===== src/rtl/ubq_pkg.sv =====
// Shared constants, codes and types for the urgent-bypass queue.
// No dependencies; used by the cell, the top level and the port checker.
package ubq_pkg;

    localparam int QUEUE_DEPTH  = 8;
    localparam int CNT_W        = $clog2(QUEUE_DEPTH + 1);
    localparam int VALUE_W      = 32;
    localparam int PRIO_W       = 8;
    localparam int HELD_W       = 4;
    localparam int PADDR_W      = 3;
    localparam int PDATA_W      = 32;

    localparam logic [PRIO_W-1:0] URGENT_RESET = 8'd10;

    // Opcodes of an input transfer
    localparam logic OP_ENQ = 1'b0;
    localparam logic OP_DEQ = 1'b1;

    // Register index of the configuration space
    localparam logic REG_URGENT_LEVEL = 1'b0;

    typedef enum logic [1:0] {
        ST_INSERTED  = 2'd0,
        ST_REMOVED   = 2'd1,
        ST_OVERFLOW  = 2'd2,
        ST_UNDERFLOW = 2'd3
    } status_t;

    typedef struct packed {
        logic occupied;
        logic load;
        logic shift;
    } cell_ctrl_t;

endpackage


===== src/rtl/ubq_cell.sv =====
// One queue slot: holds a value and priority, compares against the urgent level,
// and passes match and selected-value chains to the next slot. Uses ubq_pkg.
module ubq_cell (
    input  logic                        clk,
    input  ubq_pkg::cell_ctrl_t         ctrl,
    input  logic [ubq_pkg::PRIO_W-1:0]  urgent_level,
    input  logic [ubq_pkg::VALUE_W-1:0] item_value,
    input  logic [ubq_pkg::PRIO_W-1:0]  item_priority,
    input  logic [ubq_pkg::VALUE_W-1:0] nb_value,
    input  logic [ubq_pkg::PRIO_W-1:0]  nb_priority,
    input  logic                        found_in,
    input  logic [ubq_pkg::VALUE_W-1:0] sel_in,
    output logic [ubq_pkg::VALUE_W-1:0] value,
    output logic [ubq_pkg::PRIO_W-1:0]  priority_q,
    output logic                        found_out,
    output logic [ubq_pkg::VALUE_W-1:0] sel_out
);
    import ubq_pkg::*;

    logic [VALUE_W-1:0] value_reg;
    logic [PRIO_W-1:0]  prio_reg;
    logic               hit;

    // First urgent slot in the chain claims the removal
    assign hit       = ctrl.occupied && (prio_reg == urgent_level) && !found_in;
    assign found_out = found_in || hit;
    assign sel_out   = hit ? value_reg : sel_in;
    assign value     = value_reg;
    assign priority_q = prio_reg;

    always_ff @(posedge clk)
    begin
        if (ctrl.load)
        begin
            value_reg <= item_value;
            prio_reg  <= item_priority;
        end
        else if (ctrl.shift)
        begin
            // advance the neighbor's entry into this slot
            value_reg <= nb_value;
            prio_reg  <= nb_priority;
        end
    end

endmodule


===== src/rtl/urgent_bypass_fifo_queue.sv =====
// Top level of the urgent-bypass queue: slot chain, entry count, output register
// and APB-style configuration register. Uses ubq_pkg and ubq_cell.

// Takes one enqueue or dequeue transfer per cycle and presents its result in the next
// cycle from an output register; a new transfer is taken whenever that register is
// empty or being drained in the same cycle. Entries sit packed in a row of slots,
// oldest first. A dequeue removes the oldest slot whose priority equals urgent_level
// (found by a compare in every slot and a match chain down the row), or the head when
// none matches, and all slots behind it move up one place at the same clock edge.
// The length of that match chain, one step per slot, sets the cycle time.
// urgent_level sits at byte address 0 and resets to 10; write it only while idle.
module urgent_bypass_fifo_queue (
    input  logic                               clk,
    input  logic                               rst_n,
    input  logic                               psel,
    input  logic                               penable,
    input  logic                               pwrite,
    input  logic [ubq_pkg::PADDR_W-1:0]        paddr,
    input  logic [ubq_pkg::PDATA_W-1:0]        pwdata,
    output logic [ubq_pkg::PDATA_W-1:0]        prdata,
    output logic                               pready,
    input  logic                               in_valid,
    output logic                               in_stall,
    input  logic                               opcode,
    input  logic signed [ubq_pkg::VALUE_W-1:0] item_value,
    input  logic [ubq_pkg::PRIO_W-1:0]         item_priority,
    output logic                               out_valid,
    input  logic                               out_stall,
    output logic [1:0]                         status,
    output logic signed [ubq_pkg::VALUE_W-1:0] removed_value,
    output logic                               removed_was_urgent,
    output logic [ubq_pkg::HELD_W-1:0]         entries_held
);
    import ubq_pkg::*;

    logic [PRIO_W-1:0]  urgent_level_reg;
    logic [CNT_W-1:0]   count_reg;
    logic [CNT_W-1:0]   count_next;
    logic               out_valid_reg;
    status_t            status_reg;
    status_t            status_next;
    logic [VALUE_W-1:0] removed_value_reg;
    logic [VALUE_W-1:0] removed_value_next;
    logic               urgent_reg;
    logic               urgent_next;
    logic [HELD_W-1:0]  held_reg;

    logic               accept;
    logic               full;
    logic               empty;
    logic               enq_go;
    logic               deq_go;
    logic               any_urgent;
    logic               cfg_write;

    cell_ctrl_t         ctrl [QUEUE_DEPTH];
    logic [VALUE_W-1:0] cell_value [QUEUE_DEPTH+1];
    logic [PRIO_W-1:0]  cell_prio [QUEUE_DEPTH+1];
    logic               found [QUEUE_DEPTH+1];
    logic [VALUE_W-1:0] sel [QUEUE_DEPTH+1];

    // Configuration port
    assign pready    = 1'b1;
    assign cfg_write = psel && penable && pwrite && (paddr[2] == REG_URGENT_LEVEL);
    assign prdata    = (paddr[2] == REG_URGENT_LEVEL)
                       ? PDATA_W'(urgent_level_reg) : '0;

    always_ff @(posedge clk or negedge rst_n)
    begin
        if (!rst_n)
        begin
            urgent_level_reg <= URGENT_RESET;
        end
        else if (cfg_write)
        begin
            urgent_level_reg <= pwdata[PRIO_W-1:0];
        end
    end

    // Handshake
    assign in_stall = out_valid_reg && out_stall;
    assign accept   = in_valid && !in_stall;
    assign full     = (count_reg == CNT_W'(QUEUE_DEPTH));
    assign empty    = (count_reg == '0);
    assign enq_go   = accept && (opcode == OP_ENQ) && !full;
    assign deq_go   = accept && (opcode == OP_DEQ) && !empty;

    // Slot chain
    assign found[0]                = 1'b0;
    assign sel[0]                  = '0;
    assign cell_value[QUEUE_DEPTH] = '0;
    assign cell_prio[QUEUE_DEPTH]  = '0;
    assign any_urgent              = found[QUEUE_DEPTH];

    for (genvar i = 0; i < QUEUE_DEPTH; i++)
    begin : g_cell
        always_comb
        begin
            ctrl[i].occupied = (CNT_W'(i) < count_reg);
            ctrl[i].load     = enq_go && (CNT_W'(i) == count_reg);
            // slots at or behind the removed one close the gap
            ctrl[i].shift    = deq_go && (any_urgent ? found[i+1] : 1'b1);
        end

        ubq_cell u_cell (
            .clk          (clk),
            .ctrl         (ctrl[i]),
            .urgent_level (urgent_level_reg),
            .item_value   (item_value),
            .item_priority(item_priority),
            .nb_value     (cell_value[i+1]),
            .nb_priority  (cell_prio[i+1]),
            .found_in     (found[i]),
            .sel_in       (sel[i]),
            .value        (cell_value[i]),
            .priority_q   (cell_prio[i]),
            .found_out    (found[i+1]),
            .sel_out      (sel[i+1])
        );
    end

    // Result and count
    always_comb
    begin
        count_next         = count_reg;
        status_next        = ST_INSERTED;
        removed_value_next = '0;
        urgent_next        = 1'b0;
        unique case (opcode)
            OP_ENQ:
            begin
                if (full)
                begin
                    status_next = ST_OVERFLOW;
                end
                else
                begin
                    status_next = ST_INSERTED;
                    count_next  = count_reg + 1'b1;
                end
            end
            OP_DEQ:
            begin
                if (empty)
                begin
                    status_next = ST_UNDERFLOW;
                end
                else
                begin
                    status_next        = ST_REMOVED;
                    count_next         = count_reg - 1'b1;
                    removed_value_next = any_urgent ? sel[QUEUE_DEPTH] : cell_value[0];
                    urgent_next        = any_urgent;
                end
            end
            default:
            begin
                status_next = ST_INSERTED;
            end
        endcase
    end

    always_ff @(posedge clk or negedge rst_n)
    begin
        if (!rst_n)
        begin
            count_reg     <= '0;
            out_valid_reg <= 1'b0;
        end
        else
        begin
            if (accept)
            begin
                count_reg     <= count_next;
                out_valid_reg <= 1'b1;
            end
            else if (!out_stall)
            begin
                out_valid_reg <= 1'b0;
            end
        end
    end

    always_ff @(posedge clk)
    begin
        if (accept)
        begin
            status_reg        <= status_next;
            removed_value_reg <= removed_value_next;
            urgent_reg        <= urgent_next;
            held_reg          <= HELD_W'(count_next);
        end
    end

    assign out_valid          = out_valid_reg;
    assign status             = status_reg;
    assign removed_value      = removed_value_reg;
    assign removed_was_urgent = urgent_reg;
    assign entries_held       = held_reg;

endmodule


===== config.mk =====
export PLATFORM = sky130hd
export DESIGN_NAME = urgent_bypass_fifo_queue
export DESIGN_NICKNAME = d
export VERILOG_FILES = /design/src/rtl/ubq_pkg.sv /design/src/rtl/ubq_cell.sv /design/src/rtl/urgent_bypass_fifo_queue.sv
export SDC_FILE = /design/constraint.sdc
export NUM_CORES = 1
export LEC_CHECK = 0
export ABC_AREA = 1
export ABC_CLOCK_PERIOD_IN_PS = 5880
export BUFFER_PORTS_ARGS = -buffer_cell sky130_fd_sc_hd__buf_2
export CORE_MARGIN = 2
export CORE_UTILIZATION = 55
export DETAILED_ROUTE_END_ITERATION = 6
export PLACE_DENSITY_LB_ADDON = 0.05
export SYNTH_ARGS = -nofsm -noshare
export SYNTH_HDL_FRONTEND = slang
export SYNTH_SLANG_ARGS = --single-unit

===== constraint.sdc =====
create_clock -name clk -period 5.88 [get_ports clk]
set_input_delay 0.294 -clock clk [delete_from_list [all_inputs] [get_ports clk]]
set_output_delay 0.294 -clock clk [all_outputs]
set_load 0.02 [all_outputs]

* After elaboration in Yosys (flattened, before gate mapping)
Index checks and enable logic that the tools add are counted.
** Storage, ports and cells
- Bits in read-only memories :: 0
- Bits in latches :: 0
- Register bits :: 372
- RAM bits :: 0
- Memories kept :: 0
** Operators by class
- Muxes and demuxes :: 57
- Reduce and logical (&&, ||, !) cells :: 66
- Multipliers :: 0
- $lt $le $gt $ge :: 8
- Divide/modulo/power cells :: 0
- Bitwise gates (word level) :: 2
- Eq/ne operators :: 17
- Shift-type cells :: 0
- Add/sub/neg operators :: 2
** Operators by type and width (number)
- 32-bit 2-to-1 mux :: 25
- 8-bit 2-to-1 mux :: 17
- 8-bit equality test :: 8
- 1-bit logical AND :: 39
- 3-bit by 4-bit equality test with 1-bit output (first input constant) :: 4
- 3-bit by 4-bit less-than comparator with 1-bit output (first input constant) :: 4
- 2-bit nonzero test :: 8
- 1-bit logical NOT :: 10
- 1-bit 2-to-1 mux :: 9
- 2-bit by 4-bit equality test with 1-bit output (first input constant) :: 2
- 1-bit by 4-bit less-than comparator with 1-bit output (first input constant) :: 2
- 2-bit by 4-bit less-than comparator with 1-bit output (first input constant) :: 2
- 4-bit 2-to-1 mux :: 2
- 4-bit one-hot mux with 2 select lines :: 1
- 1-bit logical OR :: 7
- 4-bit by 1-bit adder with 4-bit output (second input constant) :: 1
- 1-bit by 4-bit equality test with 1-bit output (first input constant) :: 1
- 4-bit equality test (second input constant) :: 1
- 4-bit logical NOT :: 1
- 2-bit 2-to-1 mux :: 2
- 2-bit one-hot mux with 2 select lines :: 1
- 4-bit by 1-bit subtractor with 4-bit output (second input constant) :: 1
- 2-bit by 1-bit != test with 1-bit output (second input constant) :: 1
- 1-bit inverter :: 2
- 2-bit OR reduction :: 1

* Depth between registers and ports, before layout
Gate-level depths: netlist (run 1).
- Word-level depth :: 27
- Gate-level depth with buffers :: 19

* Cells and area by module
A second synthesis (run 1) with hierarchy kept.
** Unflattened totals
- Cell total of the unflattened synthesis :: 2889
- Area, all modules :: 22235.1 um^2
** Modules (own cells, without submodules)
- ubq_cell :: cells each 321, sequential area each 1201.2 um^2, area an instance 2412.3 um^2, instances 8
- urgent_bypass_fifo_queue :: cells each 321, sequential area each 1498.9 um^2, area an instance 2936.6 um^2, instances 1

* Worst setup path before layout (run 1)
OpenSTA, ideal clock, no wires.
- Kind :: register -> register
- Start :: reg out_valid_reg, in the netlist out_valid
- End :: reg g_cell[6].u_cell.prio_reg[0], enable pin
- Arrival :: 5.237 ns
- Period minus slack after synthesis :: 5.730 ns
- Library setup time :: 0.493 ns
- Slack :: 0.150 ns
- Buffers on the path :: 0
- Cell stages (with the launch flop) :: 8
- Cell sequence :: dfrtp_1 nand2_1 inv_1 nor2_2 inv_1 nor2_1 inv_1 o21ai_0
** On the way
- Longest elaborated chain between the ends :: 7
- Elaborated cells on any way between the ends :: 10
** RTL lines
- from (decl) :: RTL line urgent_bypass_fifo_queue.sv:39 : logic out_valid_reg;
- from (signal assigned) :: RTL line urgent_bypass_fifo_queue.sv:168 : out_valid_reg <= 1'b0;
- from (signal assigned) :: RTL line urgent_bypass_fifo_queue.sv:175 : out_valid_reg <= 1'b1;
- from (signal assigned) :: RTL line urgent_bypass_fifo_queue.sv:179 : out_valid_reg <= 1'b0;
- 1-bit logical AND * :: RTL line urgent_bypass_fifo_queue.sv:81 : assign in_stall = out_valid_reg && out_stall;
- via in_stall :: RTL line urgent_bypass_fifo_queue.sv:23 : output logic in_stall,
- 1-bit logical NOT * :: RTL line urgent_bypass_fifo_queue.sv:82 : assign accept = in_valid && !in_stall;
- 1-bit logical AND * :: RTL line urgent_bypass_fifo_queue.sv:82
- via accept :: RTL line urgent_bypass_fifo_queue.sv:48 : logic accept;
- 1-bit logical AND (on tied branches) (2 in series) :: RTL line urgent_bypass_fifo_queue.sv:86, urgent_bypass_fifo_queue.sv:85
- 1-bit logical AND (on tied branches) :: RTL line urgent_bypass_fifo_queue.sv:102, urgent_bypass_fifo_queue.sv:100
- 2-bit nonzero test (no line) *
- to (signal assigned) :: RTL line ubq_cell.sv:36 : prio_reg <= item_priority;
- to (signal assigned) :: RTL line ubq_cell.sv:42 : prio_reg <= nb_priority;
- to (decl) :: RTL line ubq_cell.sv:21 : logic [PRIO_W-1:0] prio_reg;
The timed path passes the listed nets; every way through them passes the cells marked *.
A chain may end at the register's enable or synchronous reset.

* Worst setup path in the final report (run 1)
- Start :: reg urgent_level_reg[1]
- End :: reg g_cell[1].u_cell.value_reg[3], enable pin
** On the way
- Longest elaborated chain between the ends :: 26
- Elaborated cells on any way between the ends :: 40
** RTL lines
- from (decl) :: RTL line urgent_bypass_fifo_queue.sv:36 : logic [PRIO_W-1:0] urgent_level_reg;
- from (signal assigned) :: RTL line urgent_bypass_fifo_queue.sv:76 : urgent_level_reg <= pwdata[PRIO_W-1:0];
- 8-bit equality test :: RTL line ubq_cell.sv:25 : assign hit = ctrl.occupied && (prio_reg == urgent_level) && !found_in;
- 1-bit logical AND :: RTL line ubq_cell.sv:25
- 1-bit logical NOT :: RTL line ubq_cell.sv:25
- 1-bit logical AND :: RTL line ubq_cell.sv:25
- 1-bit logical OR :: RTL line ubq_cell.sv:26 : assign found_out = found_in || hit;
- 1-bit logical NOT :: RTL line ubq_cell.sv:25
- 1-bit logical AND :: RTL line ubq_cell.sv:25
- 1-bit logical OR :: RTL line ubq_cell.sv:26
- (+10 left out)
- 1-bit logical AND :: RTL line ubq_cell.sv:25
- 1-bit logical OR :: RTL line ubq_cell.sv:26
- 1-bit logical NOT :: RTL line ubq_cell.sv:25
- 1-bit logical AND :: RTL line ubq_cell.sv:25
- 1-bit logical OR :: RTL line ubq_cell.sv:26
- 1-bit 2-to-1 mux * :: RTL line urgent_bypass_fifo_queue.sv:102 : ctrl[i].shift = deq_go && (any_urgent ? found[i+1] : 1'b1);
- 1-bit logical AND * :: RTL line urgent_bypass_fifo_queue.sv:102
- 2-bit nonzero test (no line) *
- to (signal assigned) :: RTL line ubq_cell.sv:35 : value_reg <= item_value;
- to (signal assigned) :: RTL line ubq_cell.sv:41 : value_reg <= nb_value;
- to (decl) :: RTL line ubq_cell.sv:20 : logic [VALUE_W-1:0] value_reg;
Every way passes the cells marked *; elsewhere a longest branch is shown, timed or not.

==> flow_summary.json, run 1 <==
{
  "firstDrtPassIters": 6,
  "synth_most_common_cell": "nand2_1",
  "ff2ff_path_depth": 12,
  "cts_setup_buffers": 0,
  "routed_via_density": 5.71,
  "p_leak_nw": 9.21,
  "dieArea_sq_um": 36400,
  "post-route-min-period_ps": 4120,
  "clockBufferDepth": 3,
  "cts_max_level": 2,
  "fin_crit_sh_pct": 70.1,
  "worstPathCellList": "inv_2 -> nand2_1 -> nand2_1 -> nor2_1 -> nand2_1 -> nor3_4 -> nor3_4 -> nand4_4 -> inv_1 -> o21ai_0 -> nand2_2 -> buf_4",
  "initial_core_util_pct": 55.7,
  "clk_pin_slew_worst_paths_ps": 60,
  "wl_um": 54400,
  "final.setup.tns_ps": 0,
  "power_density_nw_per_um2": 363,
  "hold_viol": 0,
  "start_kind": "flip-flop",
  "endpoint_kind": "flip-flop",
  "grt_max_degree": 82,
  "hp-class": "in2reg",
  "slew_viol_final": 0,
  "synth_area_leaders": "edfxtp_1 (56%), nand2_1 (11%), o21ai_0 (7.7%)",
  "overflow": 0,
  "worst_pin_slew_ps": 1240,
  "clk_latency_ps": 550,
  "clockRootBuffer": "clkbuf_16",
  "boundaryPins": 157,
  "grt_pass1_vias": 14300,
  "final.setup_skew_ps": 22.9,
  "antenna_cells": 0,
  "reg2reg_from": "urgent_level_reg[1]",
  "path_delay_family": "simple AND/OR/NAND/NOR gates",
  "die_h_um": 191,
  "largest_reg_flops": 256,
  "antenna_found_initial": 0,
  "cap_violations": 0,
  "cts_tree": "built",
  "syn_inst": 2143,
  "drt-initial-drc-count": 1649,
  "crit_type": "reg2reg",
  "cpMaxStageDelayCell": "nor3_4",
  "ys_async_sr_fraction_pct": 3.49,
  "slowest_delay_ps": 920,
  "vias": 15400,
  "layout-drive-gt1-share_pct": 11.2,
  "synthFlopType": "edfxtp_1",
  "rsz0062_at_grt": "false",
  "dp_worst_setup_slack_ps": 1820,
  "crit_end": "g_cell[1].u_cell.value[3]",
  "antenna_left": 0,
  "port_buffers": 105,
  "cts-buffers-inserted": 41,
  "synth_edf_count": 359,
  "irDropWorstVdd_mv": 0.283,
  "yosys_warnings": 0,
  "routedWlPerCell_um": 20.2,
  "cp_num_cells": 12,
  "cp.required_ps": 6160,
  "yosysUniqueCellTypes": 41,
  "netlist.top_cell.by_area": "edfxtp_1",
  "synthTopCellsByCount": "nand2_1 (572), edfxtp_1 (359), o21ai_0 (294)",
  "yosysSeqAreaShare_pct": 57.9,
  "fin_ws_ps": 1760,
  "path_max_fanout": 26,
  "fill_cells": 3011,
  "crit_path_start": "urgent_level_reg[1]",
  "dp_hpwl_um": 32000,
  "syn_to_final_growth_pct": 11.1,
  "clkSinkCount": 372,
  "status": "finished, final reports clean",
  "slew_headroom_pct": 17.0,
  "gp_congestion": 0.877,
  "row_count": 68,
  "fin_nets": 2298,
  "core-area_sq_um": 34500,
  "synth_area_sq_um": 19200,
  "die_w_um": 191,
  "yosys.area.top_type_share_pct": 56.2,
  "ys_ff_latch": 372,
  "setup_viol": 0,
  "path_buf_inv": 3,
  "worstPathArrival_ps": 4400,
  "syn_area_per_cell_sq_um": 8.95,
  "rrSetupSlack_ps": 1760,
  "grt_pass1_wl_um": 82300,
  "cp_common_cell": "nand2_1",
  "max_freq_mhz": 243,
  "r2r-end": "g_cell[1].u_cell.value[3]",
  "grt_use_total_pct": 30.1,
  "drc_errors": 0
}
==> worst min-delay path: cells and delay by family <==
kind | cells | cell delay (ps)
AOI/OAI and AO/OA | 1 | 100
buffers and inverters | 1 | 80
and+or+nand+nor | 1 | 30
==> repair_timing <==
item | 4_1_cts | 5_1_grt
hold buffers | 7 | 0
gates resized for setup | 0 | 0
endpoints found under the hold margin | 19 | 0
==> cell type report <==
type                    count  area (sq um)  share of cell area [%]
well taps                 455           569                    2.67
flip-flops and latches    372         11100                    52.1
inverters                 148           556                    2.61
multi-input cells        1504          6970                    32.7
repair buffers            143           828                    3.89
clock inverters            21           145                   0.681
clock buffers              55          1140                    5.35
==> power by group <==
part | total [mW] | internal (mW) | switching (mW)
Sequential | 3.73 | 3.48 | 0.251
Clock | 2.50 | 1.45 | 1.06
Combinational | 1.50 | 0.437 | 1.06
Total | 7.74 | 5.37 | 2.37
==> kinds of logic (layout without fill, tap and decap cells) <==
family          after synthesis  after routing  share of synthesized area, %
compound gates              335            335                          8.80
xor+xnor                     35             35                          1.60
fa+ha+maj                     5              5                         0.326
buf+inv                     290            367                          6.75
flops                       372            372                          57.9
other cells                   2             25                        0.0391
simple gates               1104           1104                          24.6
==> metrics by stage <==
step	instance area [sq um]	utilization [%]	power, mW	hold WS, ps	cells
final	21300	61.9	7.74	11.0	2698
after global routing	21300	61.9	8.07	22.6	2698
after CTS	21300	61.9	7.75	2.43	2698
after detailed placement	20000	57.9	5.26	215	2615
after global placement	20000	57.9	5.22	211	2615
after floorplan	19300	-	4.76	-1.59	2166
==> cell usage in the layout, fill, tap and decap left out, drive strengths merged, types with 33 or more instances in the layout <==
| cell type | netlist | final |
|---|---|---|
| clkbuf | 69 | 55 |
| a21oi | 33 | 33 |
| edfxtp | 359 | 359 |
| nand3 | 175 | 175 |
| nor2 | 261 | 261 |
| buf | 73 | 136 |
| nand4 | 58 | 58 |
| nand2 | 576 | 576 |
| inv | 148 | 149 |
| o21ai | 297 | 297 |
==> worst min path at each step <==
stage,from,end,depth (start not counted)
final,pwdata[0],urgent_level_reg[0],3
after global routing,pwdata[0],urgent_level_reg[0],3
after CTS,pwdata[0],urgent_level_reg[0],3
after detailed placement,rst_n,urgent_level_reg[4],1
after global placement,rst_n,urgent_level_reg[4],1
after floorplan,rst_n,count_reg[0],0
==> routing by layer <==
| metal | GRT usage [%] | share of wire (%) | vias to the layer above |
|---|---|---|---|
| met3 | 4.56 | 9.0 | 112 |
| met4 | 9.75 | 2.7 | 0 |
| met5 | 0 | 0 | - |
| met1 | 40.8 | 41 | 7258 |
| met2 | 49.9 | 47 | 702 |
| li1 | - | - | 7324 |
Note: power is estimated with default switching activity, not from simulation.
==> run 2, diff against run 1 <==
- ABC_AREA: 1 -> 0
- ABC_CLOCK_PERIOD_IN_PS: 5880 -> 3600
- clock period: 5.88 -> 3.6 ns (I/O delays scaled with it)
==> flow_summary.json, run 2 <==
{
  "status": "finished, final reports clean",
  "syn_to_final_growth_pct": 14.7,
  "cpMaxStageDelayCell": "or4_4",
  "largest_reg_flops": 256,
  "layout-drive-gt1-share_pct": 39.7,
  "endpoint_kind": "flip-flop",
  "ys_async_sr_fraction_pct": 3.49,
  "clkSinkCount": 372,
  "antenna_found_initial": 0,
  "grt_max_degree": 60,
  "cts_setup_buffers": 0,
  "syn_area_per_cell_sq_um": 13.9,
  "antenna_left": 0,
  "rsz0062_at_grt": "false",
  "start_kind": "flip-flop",
  "antenna_cells": 0,
  "worstPathArrival_ps": 3670,
  "p_leak_nw": 7.70,
  "port_buffers": 105,
  "synth_edf_count": 359,
  "cts_max_level": 2,
  "yosys_warnings": 0,
  "synthTopCellsByCount": "edfxtp_1 (359), mux2_2 (319), nor2_1 (74)",
  "cp.required_ps": 3900,
  "wl_um": 48000,
  "final_common_cell": "edfxtp_1",
  "hp-class": "in2reg",
  "routed_via_density": 6.04,
  "dp_hpwl_um": 29800,
  "drt-initial-drc-count": 991,
  "hold_depth": 2,
  "setup_viol": 0,
  "yosys.area.top_type_share_pct": 57.7,
  "routedWlPerCell_um": 24.6,
  "fin_crit_sh_pct": 93.6,
  "clockBufferDepth": 3,
  "grtUsageMet1_pct": 36.5,
  "synthFlopType": "edfxtp_1",
  "crit_type": "reg2reg",
  "post-route-min-period_ps": 3370,
  "clk_latency_ps": 550,
  "synth_area_leaders": "edfxtp_1 (58%), mux2_2 (19%), xnor2_1 (1.8%)",
  "holdWs_ps": 15.6,
  "worst_pin_slew_ps": 779,
  "grtUsageMet3_pct": 5.03,
  "grt_use_total_pct": 27.3,
  "fin_nets": 1567,
  "fin_ws_ps": 232,
  "final_util_pct": 64.0,
  "yosysUniqueCellTypes": 49,
  "cts_tree": "built",
  "grt.busiest_layer": "met2",
  "initial_core_util_pct": 55.8,
  "cts-buffers-inserted": 41,
  "final.setup_skew_ps": 12.3,
  "path_max_fanout": 30,
  "hold_viol": 0,
  "synth_area_sq_um": 18700,
  "grt_pass1_wl_um": 72700,
  "gp_congestion": 0.822,
  "clockRootBuffer": "clkbuf_16",
  "cts_resized": 0,
  "mostFrequentLayoutCells": "edfxtp_1 (359), mux2_2 (319), buf_2 (105)",
  "firstDrtPassIters": 5,
  "cp_common_cell": "nor2_1",
  "irDropWorstVdd_mv": 0.420,
  "drc_errors": 0,
  "dieArea_sq_um": 35400,
  "max_freq_mhz": 297,
  "ff2ff_path_depth": 9,
  "grt_pass1_vias": 11900,
  "die_w_um": 188,
  "yosysSeqAreaShare_pct": 59.5,
  "die_h_um": 188,
  "overflow": 0,
  "power_density_nw_per_um2": 551,
  "slew_viol_final": 0,
  "worstPathCellList": "inv_1 -> ha_1 -> nor2_1 -> o2111ai_4 -> nor3_4 -> or3_1 -> or4_4 -> o221ai_1 -> nor2_1",
  "synth_most_common_cell": "edfxtp_1",
  "core-area_sq_um": 33400,
  "use_met2_pct": 45.8,
  "row_count": 67,
  "cap_violations": 0,
  "slew_headroom_pct": 48.1,
  "syn_inst": 1341,
  "slowest_delay_ps": 860,
  "boundaryPins": 157,
  "ys_ff_latch": 372,
  "netlist.top_cell.by_area": "edfxtp_1",
  "clk_pin_slew_worst_paths_ps": 60,
  "dp_worst_setup_slack_ps": 274,
  "vias": 11800
}
-- run 2: changes by cell type after synthesis, sizes merged, moves of 22 or more --
cell	previous run	this run
inv	148	22
clkbuf	69	47
nand4	58	7
a31oi	0	32
nor2	261	74
o22ai	2	31
o221ai	0	25
and2	3	42
nand2	576	51
nand3	175	35
mux2	0	319
o221a	0	26
o21ai	297	9
-- run 2: what timing repair did --
action	4_1_cts	5_1_grt
hold endpoints to repair	27	0
hold buffers	16	0
setup endpoints to repair	0	0
-- run 2: cell type report --
class	instances	area [sq um]
timing repair buffer	188	1340
clock inverter	20	150
tap	448	561
clock buffer	51	1060
fill	2533	12000
sequential	372	11100
multi-input combinational	854	7110
inverter	22	82.6
-- run 2: cells by family after synthesis --
kind of cell | Yosys count | synth area share [%]
AO/OA/AOI/OAI | 168 | 6.84
other | 2 | 0.0402
flip-flops | 372 | 59.5
adder cells (fa/ha/maj) | 5 | 0.335
buffers and inverters | 138 | 3.54
multiplexers | 327 | 19.7
XOR/XNOR | 67 | 3.14
AND/OR/NAND/NOR | 262 | 6.95
-- run 2: where the power goes --
part / switching [mW] / leakage (nW) / internal (mW)
clock: 1.70 / 0.594 / 2.23
combinational: 1.27 / 3.60 / 0.920
sequential: 0.300 / 3.51 / 5.38
total: 3.26 / 7.70 / 8.54
-- run 2: worst paths after layout --
| check | from | to | slack (ps) |
|---|---|---|---|
| max | count_reg[0] | removed_value[22] | 230 |
| min | item_value[20] | g_cell[7].u_cell.value[20] | 20 |
| max reg2reg | count_reg[0] | removed_value[22] | 230 |
| min reg2reg | count_reg[1] | count_reg[1] | 550 |
| max in group asynchronous | rst_n | urgent_level_reg[1] | 3270 |
| min in group asynchronous | rst_n | urgent_level_reg[6] | 40 |
-- run 2: per-stage QoR --
| step | instance area, sq um | setup TNS, ps | total power [mW] | cells |
|---|---|---|---|---|
| after CTS | 21400 | 0 | 11.9 | 1955 |
| after global placement | 20000 | 0 | 7.90 | 1868 |
| after detailed placement | 20000 | 0 | 7.95 | 1868 |
| after global routing | 21400 | 0 | 12.2 | 1955 |
| final | 21400 | 0 | 11.8 | 1955 |
| after floorplan | 18800 | -29620 | 7.14 | 1364 |
-- run 2: critical path, delay by kind of cell, from the launching register on --
family	cells	cell delay [ps]
fa+ha+maj	1	230
simple gates	5	1570
flops	1	470
buf+inv	1	200
compound gates	2	620
-- run 2: metal layers --
layer | routed length [um] | part of all wire (%) | vias up
met5 | 0 | 0 | -
met3 | 3140 | 6.5 | 76
met4 | 1200 | 2.5 | 0
met2 | 23500 | 49 | 413
met1 | 20200 | 42 | 5943
li1 | - | - | 5384
